[src/design/gcdt_pkg.sv]
// ----------------------------------------------------------------------------
// gcdt_pkg: shared definitions for the gnss clock drift tracker
// widths, register indexes, constants, serial unit request types and states
// ----------------------------------------------------------------------------
package gcdt_pkg;

  localparam int TIME_W     = 32;
  localparam int SEC_W      = 32;
  localparam int USEC_W     = 20;
  localparam int DRIFT_W    = 32;
  localparam int TOL_W      = 31;
  localparam int OFFSET_W   = 32;
  localparam int CFG_INDEX_W = 1;
  localparam int CFG_DATA_W = 32;

  // serial multiplier: signed a times unsigned b, one bit of b a cycle
  localparam int MUL_A_W = 33;
  localparam int MUL_B_W = 32;
  localparam int MUL_P_W = MUL_A_W + MUL_B_W - 1 + 1;
  localparam int MUL_CNT_W = $clog2(MUL_B_W);

  // serial restoring divider: one quotient bit a cycle
  localparam int DIV_R_W    = 32;
  localparam int DIV_N_W    = 33;
  localparam int DIV_Q_W    = 33;
  localparam int DIV_STEP_W = 6;

  localparam logic [DIV_STEP_W-1:0] RATIO_DIV_STEPS = 6'd33;
  localparam logic [DIV_STEP_W-1:0] TEN_DIV_STEPS   = 6'd32;
  localparam logic [DIV_STEP_W-1:0] SEC_DIV_STEPS   = 6'd16;

  // configuration register indexes
  localparam logic [CFG_INDEX_W-1:0] CFG_DRIFT_TOLERANCE = 1'b0;
  localparam logic [CFG_INDEX_W-1:0] CFG_INITIAL_DRIFT   = 1'b1;

  // item kinds
  localparam logic ACTION_REFERENCE = 1'b0;
  localparam logic ACTION_QUERY     = 1'b1;

  localparam logic [TOL_W-1:0]   TOL_RESET   = 31'd1073742;
  localparam logic [DRIFT_W-1:0] Q_ONE       = 32'd1073741824;
  localparam logic [DRIFT_W-1:0] DRIFT_RESET = Q_ONE;
  localparam logic [31:0]        USEC_PER_SEC = 32'd1000000;
  localparam logic [31:0]        DIV_TEN      = 32'd10;
  localparam logic [35:0]        DRIFT_ROUND  = 36'd5;
  localparam logic [31:0]        S32_MAX      = 32'h7FFF_FFFF;
  localparam logic [31:0]        S32_MIN      = 32'h8000_0000;

  typedef struct packed {
    logic                      start;
    logic signed [MUL_A_W-1:0] a;
    logic [MUL_B_W-1:0]        b;
  } gcdt_mul_req_t;

  typedef struct packed {
    logic                      done;
    logic signed [MUL_P_W-1:0] product;
  } gcdt_mul_rsp_t;

  typedef struct packed {
    logic                  start;
    logic [DIV_R_W-1:0]    rem_init;
    logic [DIV_N_W-1:0]    num;
    logic [DIV_R_W-1:0]    den;
    logic [DIV_STEP_W-1:0] steps;
  } gcdt_div_req_t;

  typedef struct packed {
    logic               done;
    logic [DIV_Q_W-1:0] quo;
    logic [DIV_R_W-1:0] rem;
  } gcdt_div_rsp_t;

  typedef enum logic [3:0] {
    S_IDLE,
    S_SETUP,
    S_RMUL,
    S_RSTART,
    S_RDIV,
    S_RQ,
    S_RTOL,
    S_RSUM,
    S_R10,
    S_R10W,
    S_QMUL,
    S_QT,
    S_QDIV,
    S_PUT
  } gcdt_state_t;

endpackage

[src/design/gcdt_if.sv]
// ----------------------------------------------------------------------------
// gcdt_if: stream channels of the gnss clock drift tracker
// sample channel (reference or query beats) and result channel
// ----------------------------------------------------------------------------
interface gcdt_sample_if;
  import gcdt_pkg::*;

  logic              valid;
  logic              ready;
  logic              action;
  logic [TIME_W-1:0] local_time;
  logic [SEC_W-1:0]  ref_sec;
  logic [USEC_W-1:0] ref_usec;

  modport source (output valid, output action, output local_time, output ref_sec,
                  output ref_usec, input ready);
  modport sink (input valid, input action, input local_time, input ref_sec,
                input ref_usec, output ready);
endinterface

interface gcdt_result_if;
  import gcdt_pkg::*;

  logic                       valid;
  logic                       ready;
  logic [SEC_W-1:0]           est_sec;
  logic [USEC_W-1:0]          est_usec;
  logic signed [OFFSET_W-1:0] offset_usec;
  logic [DRIFT_W-1:0]         drift_now;

  modport source (output valid, output est_sec, output est_usec, output offset_usec,
                  output drift_now, input ready);
  modport sink (input valid, input est_sec, input est_usec, input offset_usec,
                input drift_now, output ready);
endinterface

[src/design/gcdt_serial_mul.sv]
// ----------------------------------------------------------------------------
// gcdt_serial_mul: shift-add multiplier
// signed a times unsigned b, one bit of b retired per cycle
// ----------------------------------------------------------------------------
module gcdt_serial_mul (
  input  logic                    clk,
  input  logic                    rst,
  input  gcdt_pkg::gcdt_mul_req_t req,
  output gcdt_pkg::gcdt_mul_rsp_t rsp
);
  import gcdt_pkg::*;

  logic                      busy;
  logic                      done;
  logic [MUL_CNT_W-1:0]      cnt;
  logic signed [MUL_A_W-1:0] a;
  logic signed [MUL_A_W:0]   hi;
  logic [MUL_B_W-1:0]        lo;

  logic signed [MUL_A_W:0]   addend;
  logic signed [MUL_A_W:0]   sum;

  always_comb begin
    addend = lo[0] ? {a[MUL_A_W-1], a} : '0;
    sum    = hi + addend;
  end

  always_ff @(posedge clk) begin
    if (rst) begin
      busy <= 1'b0;
      done <= 1'b0;
      cnt  <= '0;
    end else begin
      done <= busy && (cnt == '0);
      if (req.start) begin
        busy <= 1'b1;
        cnt  <= MUL_CNT_W'(MUL_B_W - 1);
      end else if (busy) begin
        if (cnt == '0) begin
          busy <= 1'b0;
        end
        cnt <= cnt - 1'b1;
      end
    end
  end

  always_ff @(posedge clk) begin
    if (req.start) begin
      a  <= req.a;
      hi <= '0;
      lo <= req.b;
    end else if (busy) begin
      hi <= {sum[MUL_A_W], sum[MUL_A_W:1]};
      lo <= {sum[0], lo[MUL_B_W-1:1]};
    end
  end

  assign rsp.done    = done;
  assign rsp.product = {hi[MUL_A_W-1:0], lo};

endmodule

[src/design/gcdt_serial_div.sv]
// ----------------------------------------------------------------------------
// gcdt_serial_div: restoring divider
// one quotient bit per cycle, remainder seeded by the caller
// ----------------------------------------------------------------------------
module gcdt_serial_div (
  input  logic                    clk,
  input  logic                    rst,
  input  gcdt_pkg::gcdt_div_req_t req,
  output gcdt_pkg::gcdt_div_rsp_t rsp
);
  import gcdt_pkg::*;

  logic                  busy;
  logic                  done;
  logic [DIV_STEP_W-1:0] cnt;
  logic [DIV_R_W-1:0]    rem;
  logic [DIV_N_W-1:0]    num;
  logic [DIV_R_W-1:0]    den;
  logic [DIV_Q_W-1:0]    quo;

  logic [DIV_R_W+1:0]    trial;
  logic                  fits;

  // remainder stays below the divisor, so the shifted value needs one extra bit
  always_comb begin
    trial = {1'b0, rem, num[DIV_N_W-1]} - {2'b00, den};
    fits  = !trial[DIV_R_W+1];
  end

  always_ff @(posedge clk) begin
    if (rst) begin
      busy <= 1'b0;
      done <= 1'b0;
      cnt  <= '0;
    end else begin
      done <= busy && (cnt == '0);
      if (req.start) begin
        busy <= 1'b1;
        cnt  <= req.steps - 1'b1;
      end else if (busy) begin
        if (cnt == '0) begin
          busy <= 1'b0;
        end
        cnt <= cnt - 1'b1;
      end
    end
  end

  always_ff @(posedge clk) begin
    if (req.start) begin
      rem <= req.rem_init;
      num <= req.num;
      den <= req.den;
      quo <= '0;
    end else if (busy) begin
      rem <= fits ? trial[DIV_R_W-1:0] : {rem[DIV_R_W-2:0], num[DIV_N_W-1]};
      num <= {num[DIV_N_W-2:0], 1'b0};
      quo <= {quo[DIV_Q_W-2:0], fits};
    end
  end

  assign rsp.done = done;
  assign rsp.quo  = quo;
  assign rsp.rem  = rem;

endmodule

[src/design/gnss_clock_drift_tracker_core.sv]
// ----------------------------------------------------------------------------
// gnss_clock_drift_tracker_core: disciplines a local microsecond count to gnss
// reference beats update anchors, offset and drift; query beats extrapolate
// ----------------------------------------------------------------------------
// One sample beat is worked on at a time, through a shift-add multiplier and a
// restoring divider that each retire one bit per cycle. A reference beat runs
// seconds times one million, then the drift ratio divide (the old-drift offset
// product runs alongside it), then the divide by ten of the drift blend (skipped
// when the blend saturates), with setup and bookkeeping states in between. A
// query beat runs drift times elapsed count, then the divide by one million. The
// result sits in an output register, so the next sample beat is taken while it
// waits. Drift is unsigned Q2.30. Writing initial_drift also loads the live drift.
// Configuration is expected only while no beat is in flight.
// ----------------------------------------------------------------------------
module gnss_clock_drift_tracker_core (
  input  logic                                clk,
  input  logic                                rst,
  gcdt_sample_if.sink                         sample,
  gcdt_result_if.source                       result,
  input  logic                                cfg_en,
  input  logic [gcdt_pkg::CFG_INDEX_W-1:0]    cfg_index,
  input  logic [gcdt_pkg::CFG_DATA_W-1:0]     cfg_data
);
  import gcdt_pkg::*;

  gcdt_state_t state;
  gcdt_state_t state_next;

  // configuration and tracking state
  logic [TOL_W-1:0]           tol;
  logic [TIME_W-1:0]          local_anchor;
  logic [SEC_W-1:0]           anchor_sec;
  logic [USEC_W-1:0]          anchor_usec;
  logic [DRIFT_W-1:0]         drift;
  logic signed [OFFSET_W-1:0] last_offset;

  // captured sample beat
  logic              it_action;
  logic [TIME_W-1:0] it_local;
  logic [SEC_W-1:0]  it_sec;
  logic [USEC_W-1:0] it_usec;

  // working registers
  logic [TIME_W-1:0]          dl;
  logic signed [USEC_W:0]     du;
  logic [35:0]                nine_old;
  logic signed [31:0]         dg;
  logic                       ovf;
  logic                       neg_q;
  logic signed [33:0]         q_s;
  logic signed [OFFSET_W-1:0] off_new;
  logic                       cand_ok;
  logic signed [37:0]         sum;
  logic [DRIFT_W-1:0]         drift_new;
  logic [SEC_W-1:0]           est_sec_r;
  logic [USEC_W-1:0]          est_usec_r;

  // output register
  logic                       res_valid;
  logic [SEC_W-1:0]           res_sec;
  logic [USEC_W-1:0]          res_usec;
  logic signed [OFFSET_W-1:0] res_offset;
  logic [DRIFT_W-1:0]         res_drift;

  // serial units
  gcdt_mul_req_t mul_req;
  gcdt_mul_rsp_t mul_rsp;
  gcdt_div_req_t div_req;
  gcdt_div_rsp_t div_rsp;

  logic in_ready;
  logic out_load;

  gcdt_serial_mul u_mul (
    .clk (clk),
    .rst (rst),
    .req (mul_req),
    .rsp (mul_rsp)
  );

  gcdt_serial_div u_div (
    .clk (clk),
    .rst (rst),
    .req (div_req),
    .rsp (div_rsp)
  );

  // ---------------------------------------------------------------------------
  // arithmetic between the serial passes
  // ---------------------------------------------------------------------------
  logic [TIME_W-1:0]  local_diff;
  logic [SEC_W-1:0]   sec_diff;
  logic signed [52:0] dg_wide;
  logic signed [31:0] dg_sat;
  logic [31:0]        dg_mag;
  logic [31:0]        dl_mag;
  logic               p_neg;
  logic               p_round;
  logic signed [36:0] off_wide;
  logic signed [31:0] off_sat;
  logic signed [34:0] dev;
  logic signed [34:0] tol_s;
  logic signed [37:0] cand;
  logic               sum_sat;
  logic [34:0]        t_query;

  always_comb begin
    local_diff = it_local - local_anchor;
    sec_diff   = it_sec - anchor_sec;

    // global difference in microseconds, clamped to 32-bit signed
    dg_wide = $signed(mul_rsp.product[52:0]) + $signed({{32{du[USEC_W]}}, du});
    if ((&dg_wide[52:31]) || !(|dg_wide[52:31])) begin
      dg_sat = dg_wide[31:0];
    end else begin
      dg_sat = dg_wide[52] ? S32_MIN : S32_MAX;
    end

    dg_mag = dg[31] ? (32'd0 - dg) : dg;
    dl_mag = dl[31] ? (32'd0 - dl) : dl;

    // old drift times local difference, truncated toward zero after the q30 shift
    p_neg    = mul_rsp.product[MUL_P_W-1];
    p_round  = p_neg && (|mul_rsp.product[29:0]);
    off_wide = $signed({{5{dg[31]}}, dg})
             - $signed({{2{p_neg}}, mul_rsp.product[MUL_P_W-1:30]})
             - $signed({36'd0, p_round});
    if ((&off_wide[36:31]) || !(|off_wide[36:31])) begin
      off_sat = off_wide[31:0];
    end else begin
      off_sat = off_wide[36] ? S32_MIN : S32_MAX;
    end

    // deviation of the measured ratio from one
    dev   = $signed({q_s[33], q_s}) - $signed({3'b000, Q_ONE});
    tol_s = $signed({4'b0000, tol});

    cand    = cand_ok ? $signed({{4{q_s[33]}}, q_s}) : $signed({6'd0, drift});
    // a negative blend saturates just the same as an oversized one
    sum_sat = sum[37] || (sum[36:32] >= DIV_TEN[4:0]);

    t_query = {15'd0, anchor_usec} + {1'b0, mul_rsp.product[63:30]};
  end

  // ---------------------------------------------------------------------------
  // next state
  // ---------------------------------------------------------------------------
  always_comb begin
    state_next = state;
    unique case (state)
      S_IDLE: begin
        if (sample.valid) begin
          state_next = S_SETUP;
        end
      end
      S_SETUP: begin
        state_next = (it_action == ACTION_QUERY) ? S_QMUL : S_RMUL;
      end
      S_RMUL: begin
        if (mul_rsp.done) begin
          state_next = S_RSTART;
        end
      end
      S_RSTART: begin
        state_next = S_RDIV;
      end
      // the ratio divide runs longer than the offset product, so its done covers both
      S_RDIV: begin
        if (div_rsp.done) begin
          state_next = S_RQ;
        end
      end
      S_RQ: begin
        state_next = S_RTOL;
      end
      S_RTOL: begin
        state_next = S_RSUM;
      end
      S_RSUM: begin
        state_next = S_R10;
      end
      S_R10: begin
        state_next = sum_sat ? S_PUT : S_R10W;
      end
      S_R10W: begin
        if (div_rsp.done) begin
          state_next = S_PUT;
        end
      end
      S_QMUL: begin
        if (mul_rsp.done) begin
          state_next = S_QT;
        end
      end
      S_QT: begin
        state_next = S_QDIV;
      end
      S_QDIV: begin
        if (div_rsp.done) begin
          state_next = S_PUT;
        end
      end
      S_PUT: begin
        if (!res_valid || result.ready) begin
          state_next = S_IDLE;
        end
      end
      default: begin
        state_next = S_IDLE;
      end
    endcase
  end

  // ---------------------------------------------------------------------------
  // control outputs and serial unit requests
  // ---------------------------------------------------------------------------
  always_comb begin
    in_ready = 1'b0;
    out_load = 1'b0;
    mul_req  = '0;
    div_req  = '0;
    unique case (state)
      S_IDLE: begin
        in_ready = 1'b1;
      end
      S_SETUP: begin
        mul_req.start = 1'b1;
        if (it_action == ACTION_QUERY) begin
          mul_req.a = $signed({1'b0, local_diff});
          mul_req.b = drift;
        end else begin
          mul_req.a = $signed({sec_diff[SEC_W-1], sec_diff});
          mul_req.b = USEC_PER_SEC;
        end
      end
      S_RSTART: begin
        // ratio: |dg| * 2^30 / |dl|, seeded with the top bits of the dividend
        div_req.start    = 1'b1;
        div_req.rem_init = {3'b000, dg_mag[31:3]};
        div_req.num      = {dg_mag[2:0], 30'd0};
        div_req.den      = dl_mag;
        div_req.steps    = RATIO_DIV_STEPS;
        mul_req.start    = 1'b1;
        mul_req.a        = $signed({dl[TIME_W-1], dl});
        mul_req.b        = drift;
      end
      S_R10: begin
        if (!sum_sat) begin
          div_req.start    = 1'b1;
          div_req.rem_init = {27'd0, sum[36:32]};
          div_req.num      = {sum[31:0], 1'b0};
          div_req.den      = DIV_TEN;
          div_req.steps    = TEN_DIV_STEPS;
        end
      end
      S_QT: begin
        div_req.start    = 1'b1;
        div_req.rem_init = {13'd0, t_query[34:16]};
        div_req.num      = {t_query[15:0], 17'd0};
        div_req.den      = USEC_PER_SEC;
        div_req.steps    = SEC_DIV_STEPS;
      end
      S_PUT: begin
        out_load = !res_valid || result.ready;
      end
      default: begin
      end
    endcase
  end

  assign sample.ready = in_ready;

  // ---------------------------------------------------------------------------
  // control registers, tracking state and configuration
  // ---------------------------------------------------------------------------
  always_ff @(posedge clk) begin
    if (rst) begin
      state        <= S_IDLE;
      res_valid    <= 1'b0;
      tol          <= TOL_RESET;
      local_anchor <= '0;
      anchor_sec   <= '0;
      anchor_usec  <= '0;
      drift        <= DRIFT_RESET;
      last_offset  <= '0;
    end else begin
      state <= state_next;

      if (out_load) begin
        res_valid <= 1'b1;
      end else if (result.ready) begin
        res_valid <= 1'b0;
      end

      // a reference beat moves the anchors once its result is posted
      if (out_load && (it_action == ACTION_REFERENCE)) begin
        local_anchor <= it_local;
        anchor_sec   <= it_sec;
        anchor_usec  <= it_usec;
        drift        <= drift_new;
        last_offset  <= off_new;
      end

      if (cfg_en) begin
        unique case (cfg_index)
          CFG_DRIFT_TOLERANCE: tol   <= cfg_data[TOL_W-1:0];
          CFG_INITIAL_DRIFT:   drift <= cfg_data[DRIFT_W-1:0];
        endcase
      end
    end
  end

  // ---------------------------------------------------------------------------
  // datapath registers
  // ---------------------------------------------------------------------------
  always_ff @(posedge clk) begin
    if (in_ready && sample.valid) begin
      it_action <= sample.action;
      it_local  <= sample.local_time;
      it_sec    <= sample.ref_sec;
      it_usec   <= sample.ref_usec;
    end

    case (state)
      S_SETUP: begin
        dl       <= local_diff;
        du       <= $signed({1'b0, it_usec}) - $signed({1'b0, anchor_usec});
        nine_old <= {drift, 3'b000} + {4'd0, drift} + DRIFT_ROUND;
      end
      S_RMUL: begin
        if (mul_rsp.done) begin
          dg <= dg_sat;
        end
      end
      S_RSTART: begin
        // a ratio of 2^33 or more is far outside any tolerance
        ovf   <= {3'b000, dg_mag} >= {dl_mag, 3'b000};
        neg_q <= dg[31] ^ dl[TIME_W-1];
      end
      S_RQ: begin
        q_s     <= neg_q ? -$signed({1'b0, div_rsp.quo}) : $signed({1'b0, div_rsp.quo});
        off_new <= off_sat;
      end
      S_RTOL: begin
        cand_ok <= !ovf && (dl != '0) && (dev <= tol_s) && (dev >= -tol_s);
      end
      S_RSUM: begin
        sum <= $signed({2'b00, nine_old}) + cand;
      end
      S_R10: begin
        if (sum_sat) begin
          drift_new <= '1;
        end
      end
      S_R10W: begin
        if (div_rsp.done) begin
          drift_new <= div_rsp.quo[DRIFT_W-1:0];
        end
      end
      S_QDIV: begin
        if (div_rsp.done) begin
          est_sec_r  <= anchor_sec + {16'd0, div_rsp.quo[15:0]};
          est_usec_r <= div_rsp.rem[USEC_W-1:0];
        end
      end
      default: begin
      end
    endcase

    if (out_load) begin
      if (it_action == ACTION_QUERY) begin
        res_sec    <= est_sec_r;
        res_usec   <= est_usec_r;
        res_offset <= last_offset;
        res_drift  <= drift;
      end else begin
        res_sec    <= '0;
        res_usec   <= '0;
        res_offset <= off_new;
        res_drift  <= drift_new;
      end
    end
  end

  assign result.valid       = res_valid;
  assign result.est_sec     = res_sec;
  assign result.est_usec    = res_usec;
  assign result.offset_usec = res_offset;
  assign result.drift_now   = res_drift;

endmodule
[src/flat_wrapper.sv]
// flat-port wrapper written by rule: the top's interface ports become plain ports
module gnss_clock_drift_tracker_core_flat import gcdt_pkg::*;
  (clk, rst, cfg_en, cfg_index, cfg_data, sample_valid, sample_action, sample_local_time, sample_ref_sec, sample_ref_usec, sample_ready, result_valid, result_est_sec, result_est_usec, result_offset_usec, result_drift_now, result_ready);
  gcdt_sample_if sample_i ();
  gcdt_result_if result_i ();
  input  logic clk;
  input  logic rst;
  input  logic cfg_en;
  input  logic [gcdt_pkg::CFG_INDEX_W-1:0] cfg_index;
  input  logic [gcdt_pkg::CFG_DATA_W-1:0] cfg_data;
  input wire logic [$bits(sample_i.valid)-1:0] sample_valid;
  input wire logic [$bits(sample_i.action)-1:0] sample_action;
  input wire logic [$bits(sample_i.local_time)-1:0] sample_local_time;
  input wire logic [$bits(sample_i.ref_sec)-1:0] sample_ref_sec;
  input wire logic [$bits(sample_i.ref_usec)-1:0] sample_ref_usec;
  output wire logic [$bits(sample_i.ready)-1:0] sample_ready;
  output wire logic [$bits(result_i.valid)-1:0] result_valid;
  output wire logic [$bits(result_i.est_sec)-1:0] result_est_sec;
  output wire logic [$bits(result_i.est_usec)-1:0] result_est_usec;
  output wire logic [$bits(result_i.offset_usec)-1:0] result_offset_usec;
  output wire logic [$bits(result_i.drift_now)-1:0] result_drift_now;
  input wire logic [$bits(result_i.ready)-1:0] result_ready;
  assign sample_i.valid = sample_valid;
  assign sample_i.action = sample_action;
  assign sample_i.local_time = sample_local_time;
  assign sample_i.ref_sec = sample_ref_sec;
  assign sample_i.ref_usec = sample_ref_usec;
  assign sample_ready = sample_i.ready;
  assign result_valid = result_i.valid;
  assign result_est_sec = result_i.est_sec;
  assign result_est_usec = result_i.est_usec;
  assign result_offset_usec = result_i.offset_usec;
  assign result_drift_now = result_i.drift_now;
  assign result_i.ready = result_ready;
  gnss_clock_drift_tracker_core u_core (.clk(clk), .rst(rst), .sample(sample_i), .result(result_i), .cfg_en(cfg_en), .cfg_index(cfg_index), .cfg_data(cfg_data));
endmodule
[config.mk]
export PLATFORM = sky130hd
export DESIGN_NAME = gnss_clock_drift_tracker_core_flat
export DESIGN_NICKNAME = d
export VERILOG_FILES = /design/src/design/gcdt_pkg.sv /design/src/design/gcdt_if.sv /design/src/design/gcdt_serial_mul.sv /design/src/design/gcdt_serial_div.sv /design/src/design/gnss_clock_drift_tracker_core.sv /design/src/flat_wrapper.sv
export SDC_FILE = /design/constraint.sdc
export NUM_CORES = 2
export LEC_CHECK = 0
export BUFFER_PORTS_ARGS = -buffer_cell sky130_fd_sc_hd__buf_2
export CAP_MARGIN = 10
export CORE_MARGIN = 3
export CORE_UTILIZATION = 30
export DETAILED_ROUTE_END_ITERATION = 12
export SYNTH_ARGS = -nofsm -noshare
export SYNTH_HDL_FRONTEND = slang
export SYNTH_SLANG_ARGS = --single-unit
[constraint.sdc]
create_clock -name clk -period 12 [get_ports clk]
set_input_delay 0.6 -clock clk [delete_from_list [all_inputs] [get_ports clk]]
set_output_delay 0.6 -clock clk [all_outputs]
set_load 0.01 [all_outputs]
## Word level (Yosys, flattened, before mapping)

Index checks and enable logic that the tools add are counted.

- Output and inout bits: 118
- Logic and storage cells: 179
- Flip-flop bits (word level): 940
- Input port bits: 123

- Add/subtract/negate cells: 21
- Bitwise logic cells: 3
- Reductions and logical operators: 36
- Mux-type cells: 51
- Eq/ne operators: 21
- Order comparisons: 4

Operators with widths:

| kind | number |
|---|---|
| $mux W32 | 18 |
| $pmux W104 S3 | 1 |
| $pmux W66 S2 | 1 |
| $mux W104 | 1 |
| $mux W33 | 3 |
| $mux W65 | 1 |
| $pmux W32 S2 | 1 |
| $sub A1 B32 Y32 const A | 2 |
| $sub A32 B32 Y32 | 2 |
| $add A53 B21 Y53 | 1 |
| $pmux W4 S13 | 1 |
| $add A37 B38 Y38 | 1 |
| $mux W38 | 1 |
| $sub A37 B2 Y37 | 1 |
| $add A35 B32 Y36 | 1 |
| $add A36 B3 Y36 const B | 1 |
| $sub A32 B35 Y36 | 1 |
| $add A20 B34 Y35 | 1 |
| $ge A32 B35 Y1 | 1 |
| $ge A35 B35 Y1 | 1 |
| $le A35 B32 Y1 | 1 |
| $neg A31 Y35 | 1 |
| $sub A34 B32 Y35 const B | 1 |
| $add A33 B34 Y34 | 1 |
| other kinds (37) | 91 |

## Longest topological paths before layout

- Word-level depth: 7
- Mapped depth: 21
- Depth with buffers taken out: 21

## Modules after synthesis

Synthesis repeated with hierarchy kept, for this count alone.

- Cell total of the unflattened synthesis: 5932
- Area, all modules: 58329.7 µm²

Modules (own cells, without submodules):

| module | area an instance (µm²) | cells an instance | times used | seq. area each (µm²) |
|---|---|---|---|---|
| gnss_clock_drift_tracker_core | 45125.8 | 4732 | 1 | 19088.3 |
| gcdt_serial_div | 7450.9 | 652 | 1 | 3733.6 |
| gcdt_serial_mul | 5753.0 | 548 | 1 | 2752.6 |

## Worst setup path after synthesis

Ideal clock, no wire load.

- Path type: register -> register
- Start point: register u_core.state[2]
- End point: register u_core.drift[16]
- Data required time: 11.858 ns
- Buffers on the path: 3
- Path slack: 4.716 ns
- Setup time: 0.142 ns
- Stages on the path, launching flop included: 10
- Data arrival time: 7.142 ns
- Clock period less this slack: 7.284 ns
- Cells stage by stage: dfxtp_1 clkbuf_1 nand2b_1 or2_2 nor2_1 nand2_1 clkbuf_1 clkbuf_1 nand2_1 a311oi_1

- Cells in the longest elaborated chain, start to end: 6

RTL lines:

| what | line | RTL |
|---|---|---|
| start, declared | gnss_clock_drift_tracker_core.sv:26 | `gcdt_state_t state;` |
| start signal, assigned | gnss_clock_drift_tracker_core.sv:287 | `state <= state_next;` |
| $eq A4 B4 Y1 * | gnss_clock_drift_tracker_core.sv:222 | `unique case (state)` |
| $mux W1 * | gnss_clock_drift_tracker_core.sv:222 |  |
| named net u_core.out_load | gnss_clock_drift_tracker_core.sv:72 | `logic out_load;` |
| $logic_and A1 B1 Y1 * | gnss_clock_drift_tracker_core.sv:296 | `if (out_load && (it_action == ACTION_REFERENCE)) begin` |
| $mux W32 * | gnss_clock_drift_tracker_core.sv:296 |  |
| $mux W32 | gnss_clock_drift_tracker_core.sv:305 | `unique case (cfg_index)` |
| $mux W32 * | gnss_clock_drift_tracker_core.sv:304 | `if (cfg_en) begin` |
| end signal, assigned | gnss_clock_drift_tracker_core.sv:300 | `drift <= drift_new;` |
| end signal, assigned | gnss_clock_drift_tracker_core.sv:307 | `CFG_INITIAL_DRIFT: drift <= cfg_data[DRIFT_W-1:0];` |
| end, declared | gnss_clock_drift_tracker_core.sv:34 | `logic [DRIFT_W-1:0] drift;` |

The timed path passes the listed nets; every way through them passes the cells marked *.
A chain may end at the register's enable or synchronous reset.

## Worst setup path after layout

- Start point: register u_core.u_mul.lo[0]
- End point: register u_core.dg[7] (data pin)

- Cells in the longest elaborated chain, start to end: 5
- Elaborated cells on any way between the ends: 7
- Those cells by class: 1 x add/sub; 2 x mux; 4 x reduce/logical

RTL lines:

| what | line | RTL |
|---|---|---|
| start, declared | gcdt_serial_mul.sv:18 | `logic [MUL_B_W-1:0] lo;` |
| start signal, assigned | gcdt_serial_mul.sv:51 | `lo <= req.b;` |
| start signal, assigned | gcdt_serial_mul.sv:54 | `lo <= {sum[0], lo[MUL_B_W-1:1]};` |
| $add A53 B21 Y53 * | gnss_clock_drift_tracker_core.sv:112 | `dg_wide = $signed(mul_rsp.product[52:0]) + $signed({{32{du[USEC_W]}}, du});` |
| $reduce_or A22 Y1 | gnss_clock_drift_tracker_core.sv:113 | `if ((&dg_wide[52:31]) \|\| !(\|dg_wide[52:31])) begin` |
| $logic_not A1 Y1 | gnss_clock_drift_tracker_core.sv:113 |  |
| $logic_or A1 B1 Y1 | gnss_clock_drift_tracker_core.sv:113 |  |
| $mux W32 * | gnss_clock_drift_tracker_core.sv:113 |  |
| named net u_core.dg_sat[7] | gnss_clock_drift_tracker_core.sv:94 | `logic signed [31:0] dg_sat;` |
| end signal, assigned | gnss_clock_drift_tracker_core.sv:332 | `dg <= dg_sat;` |
| end, declared | gnss_clock_drift_tracker_core.sv:47 | `logic signed [31:0] dg;` |

Marks and branches as above.

==> run metrics <==
via count=47600; critical path depth=16; Fin Hold WS=between 50 and 60 ps; die width=approximately 450 um; Rows=~160; crit path max fanout=35; CTS tree=yes; Synth top area share=around 34%; R2R cell count=16; clk slew on worst S/H paths=around 60 ps; post-route ant nets=0; outcome=finished clean; relative slew slack=between 20% and 30%; Lkg Pwr=25.3 nW; synthesized area=58700 sq um; WP data required=about 13000 ps; Post-CTS Setup Bufs=0; CP max-delay cell=nand3_1; top cells by area, synth=edfxtp_1 (34%), ha_1 (9.4%), dfxtp_1 (9.0%); setup TNS=0 ps; register area share after synthesis=around 44%; Netlist cell types=96; dpl hpwl=149000 um; FMAX=about 0.16 GHz; clk buf depth=3; Mapped Cells=around 6000; final cycle utilization of the critical path=a little over half; Die ar.=201000 sq um; worst hold stages=1; RSZ-0062 raised after global routing=false; cts hold-fix bufs=66; die height=about 450 um; RePlAce Congestion=slightly below 1; Slew Limit Fails=0; CTS root buf=clkbuf_16; Worst-Skew Late Latency=between 700 and 800 ps; first-pass GRT wire length=290000 um; critical path startpoint category=flop; Layout Skew=roughly 45 ps; fin cells=slightly above 9000; Largest stage delay, worst path=between 600 and 700 ps; Least-Margin Pin Slew=~1200 ps; Peak VDD IR=about 0.14 mV; Final Util=between 30% and 40%; port bufs=240; total congestion overflow=0; post-DR vias/cell=5.25; Crit Path Category=flop to flop; Data arrival, critical path=6870 ps; share of cells above drive strength 1=around 10%; pin count of the biggest net entering global routing=74; final number of setup-violating endpoints=0; Final WS setup=about 5600 ps; DP Cell Count=approximately 9000; CP Capture Type=flop; Initial Util=between 30% and 40%; flops & latches, synth=around 940; DRC=0; TritonCTS Buffers=106; most common cell in the netlist=nand2_1; pre-CTS setup slack=slightly below 6000 ps; crit path time final=between 6000 and 7000 ps; GRT Total Usage=between 10% and 20%; crit-path leading delay family=simple AND/OR/NAND/NOR gates; Top FF cell, synth=edfxtp_1; Synth Area per Inst=about 9.6 sq um; core box area=about 190000 sq um; vias in the first global route=46000; antenna violations before repair=10; Nets=slightly below 7000; Ys Warns=0; HP Class=input pin to flop; Routed WL=195000 um; area leader, netlist=edfxtp_1; syn nets=between 6000 and 7000; worst-path cell chain=buf_4 -> ha_1 -> inv_1 -> fa_1 -> nand2b_1 -> a211oi_1 -> o2111a_1 -> nor3_2 -> nor4bb_2 -> o21a_1 -> o21ai_0 -> or4_1 -> or4b_1 -> nor4_2 -> nand3_1 -> o311ai_0; Fin. Hold Viols=0; most frequent cells after synthesis=nand2_1 (696), edfxtp_1 (674), a21oi_1 (493); Post-synth ARST share=0%; Num Clock Sinks=between 900 and 1000; Iter 0 DRT Violations=4116; max cap viols=0; CP Buf/Inv Count=2; per-cell routed wire length=about 21 um; CTS resizes=0; CTS H-tree lvls=3; Initial DRT Pass Iterations=8; area delta synth->final=14.3%; EDFF count, synth=around 670; power per cell area=~220 nW/um^2; I/O pins=~240
-- layout by cell type (no fill, tap or decap), types with 52 or more instances in the layout --
| cell | n |
|---|---|
| dlygate4sd3_1 | 66 |
| o31ai_1 | 76 |
| and3_1 | 54 |
| o21ai_0 | 277 |
| mux2i_1 | 90 |
| a21oi_1 | 491 |
| clkbuf_16 | 110 |
| buf_2 | 239 |
| edfxtp_1 | 674 |
| nor2b_1 | 58 |
| xor2_1 | 137 |
| a21o_1 | 148 |
| xnor2_1 | 296 |
| nand2_1 | 693 |
| buf_4 | 52 |
| dfxtp_1 | 263 |
| nor3_1 | 160 |
| mux2_2 | 97 |
| o21a_1 | 62 |
| nor2_1 | 453 |
| ha_1 | 441 |
| nand2b_1 | 105 |
| and2_1 | 117 |
| inv_1 | 321 |
| nand3_1 | 116 |
| nand4_1 | 59 |
-- state kept, by name, indices dropped and copies added, names as in the netlist, 32 cells and up --
signal,count
u_core.sum,38
u_core.nine_old,36
u_core.q_s,34
u_core.u_div.quo,33
u_core.u_mul.a,33
u_core.u_mul.hi,33
u_core.anchor_sec,32
u_core.dg,32
u_core.dl,32
u_core.drift,32
u_core.drift_new,32
u_core.est_sec_r,32
u_core.it_local,32
u_core.it_sec,32
u_core.last_offset,32
u_core.local_anchor,32
u_core.off_new,32
u_core.result.drift_now,32
u_core.result.est_sec,32
u_core.result.offset_usec,32
u_core.u_div.den,32
u_core.u_div.num,32
u_core.u_div.rem,32
u_core.u_mul.lo,32
-- path summary, 6_finish.rpt --
path                                             start                endpoint  slack, ps
worst max-delay path                u_core.u_mul.lo[0]            u_core.dg[7]       5640
worst min-delay path               sample_ref_usec[14]      u_core.it_usec[14]         50
worst max register to register      u_core.u_mul.lo[0]            u_core.dg[7]       5640
worst min register to register  u_core.last_offset[31]  u_core.last_offset[31]        450
-- cells by family after synthesis --
kind of cell | share of synthesized area (%)
AO/OA/AOI/OAI | 16.5
AND/OR/NAND/NOR | 16.7
buffers and inverters | 3.67
XOR/XNOR | 6.46
adder cells (fa/ha/maj) | 9.74
multiplexers | 3.40
flip-flops | 43.5
-- routing by layer --
| metal | track usage (%) | routed length, um | vias to the layer above |
|---|---|---|---|
| met5 | 0 | 21 | - |
| met4 | 7.09 | 7290 | 4 |
| met2 | 31.4 | 90700 | 1357 |
| met1 | 25.0 | 86500 | 23100 |
| met3 | 2.30 | 9970 | 310 |
| li1 | - | - | 22800 |
-- report_power, final --
part	internal, W	total, W	switching, W
clock	0.00194	0.00344	0.00150
sequential	0.00439	0.00491	0.000528
combinational	0.00246	0.00673	0.00427
-- cell type report --
cell class | instances | area, sq um
Inverter | 327 | 1230
Antenna cell | 1 | 2.50
Clock buffer | 134 | 2950
Tap cell | 2608 | 3260
Fill cell | 19600 | 126000
Clock inverter | 67 | 737
Multi-Input combinational cell | 4623 | 31100
Timing Repair Buffer | 358 | 2260
Sequential cell | 939 | 25500
-- per-stage QoR --
| step | power [W] | area, sq um |
|---|---|---|
| after global placement | 0.0115 | 62700 |
| after floorplan | 0.00941 | 58700 |
| after CTS | 0.0151 | 67100 |
| final | 0.0151 | 67100 |
| after global routing | 0.0160 | 67100 |
| after detailed placement | 0.0116 | 62700 |
Note: power is estimated with default switching activity, not from simulation.
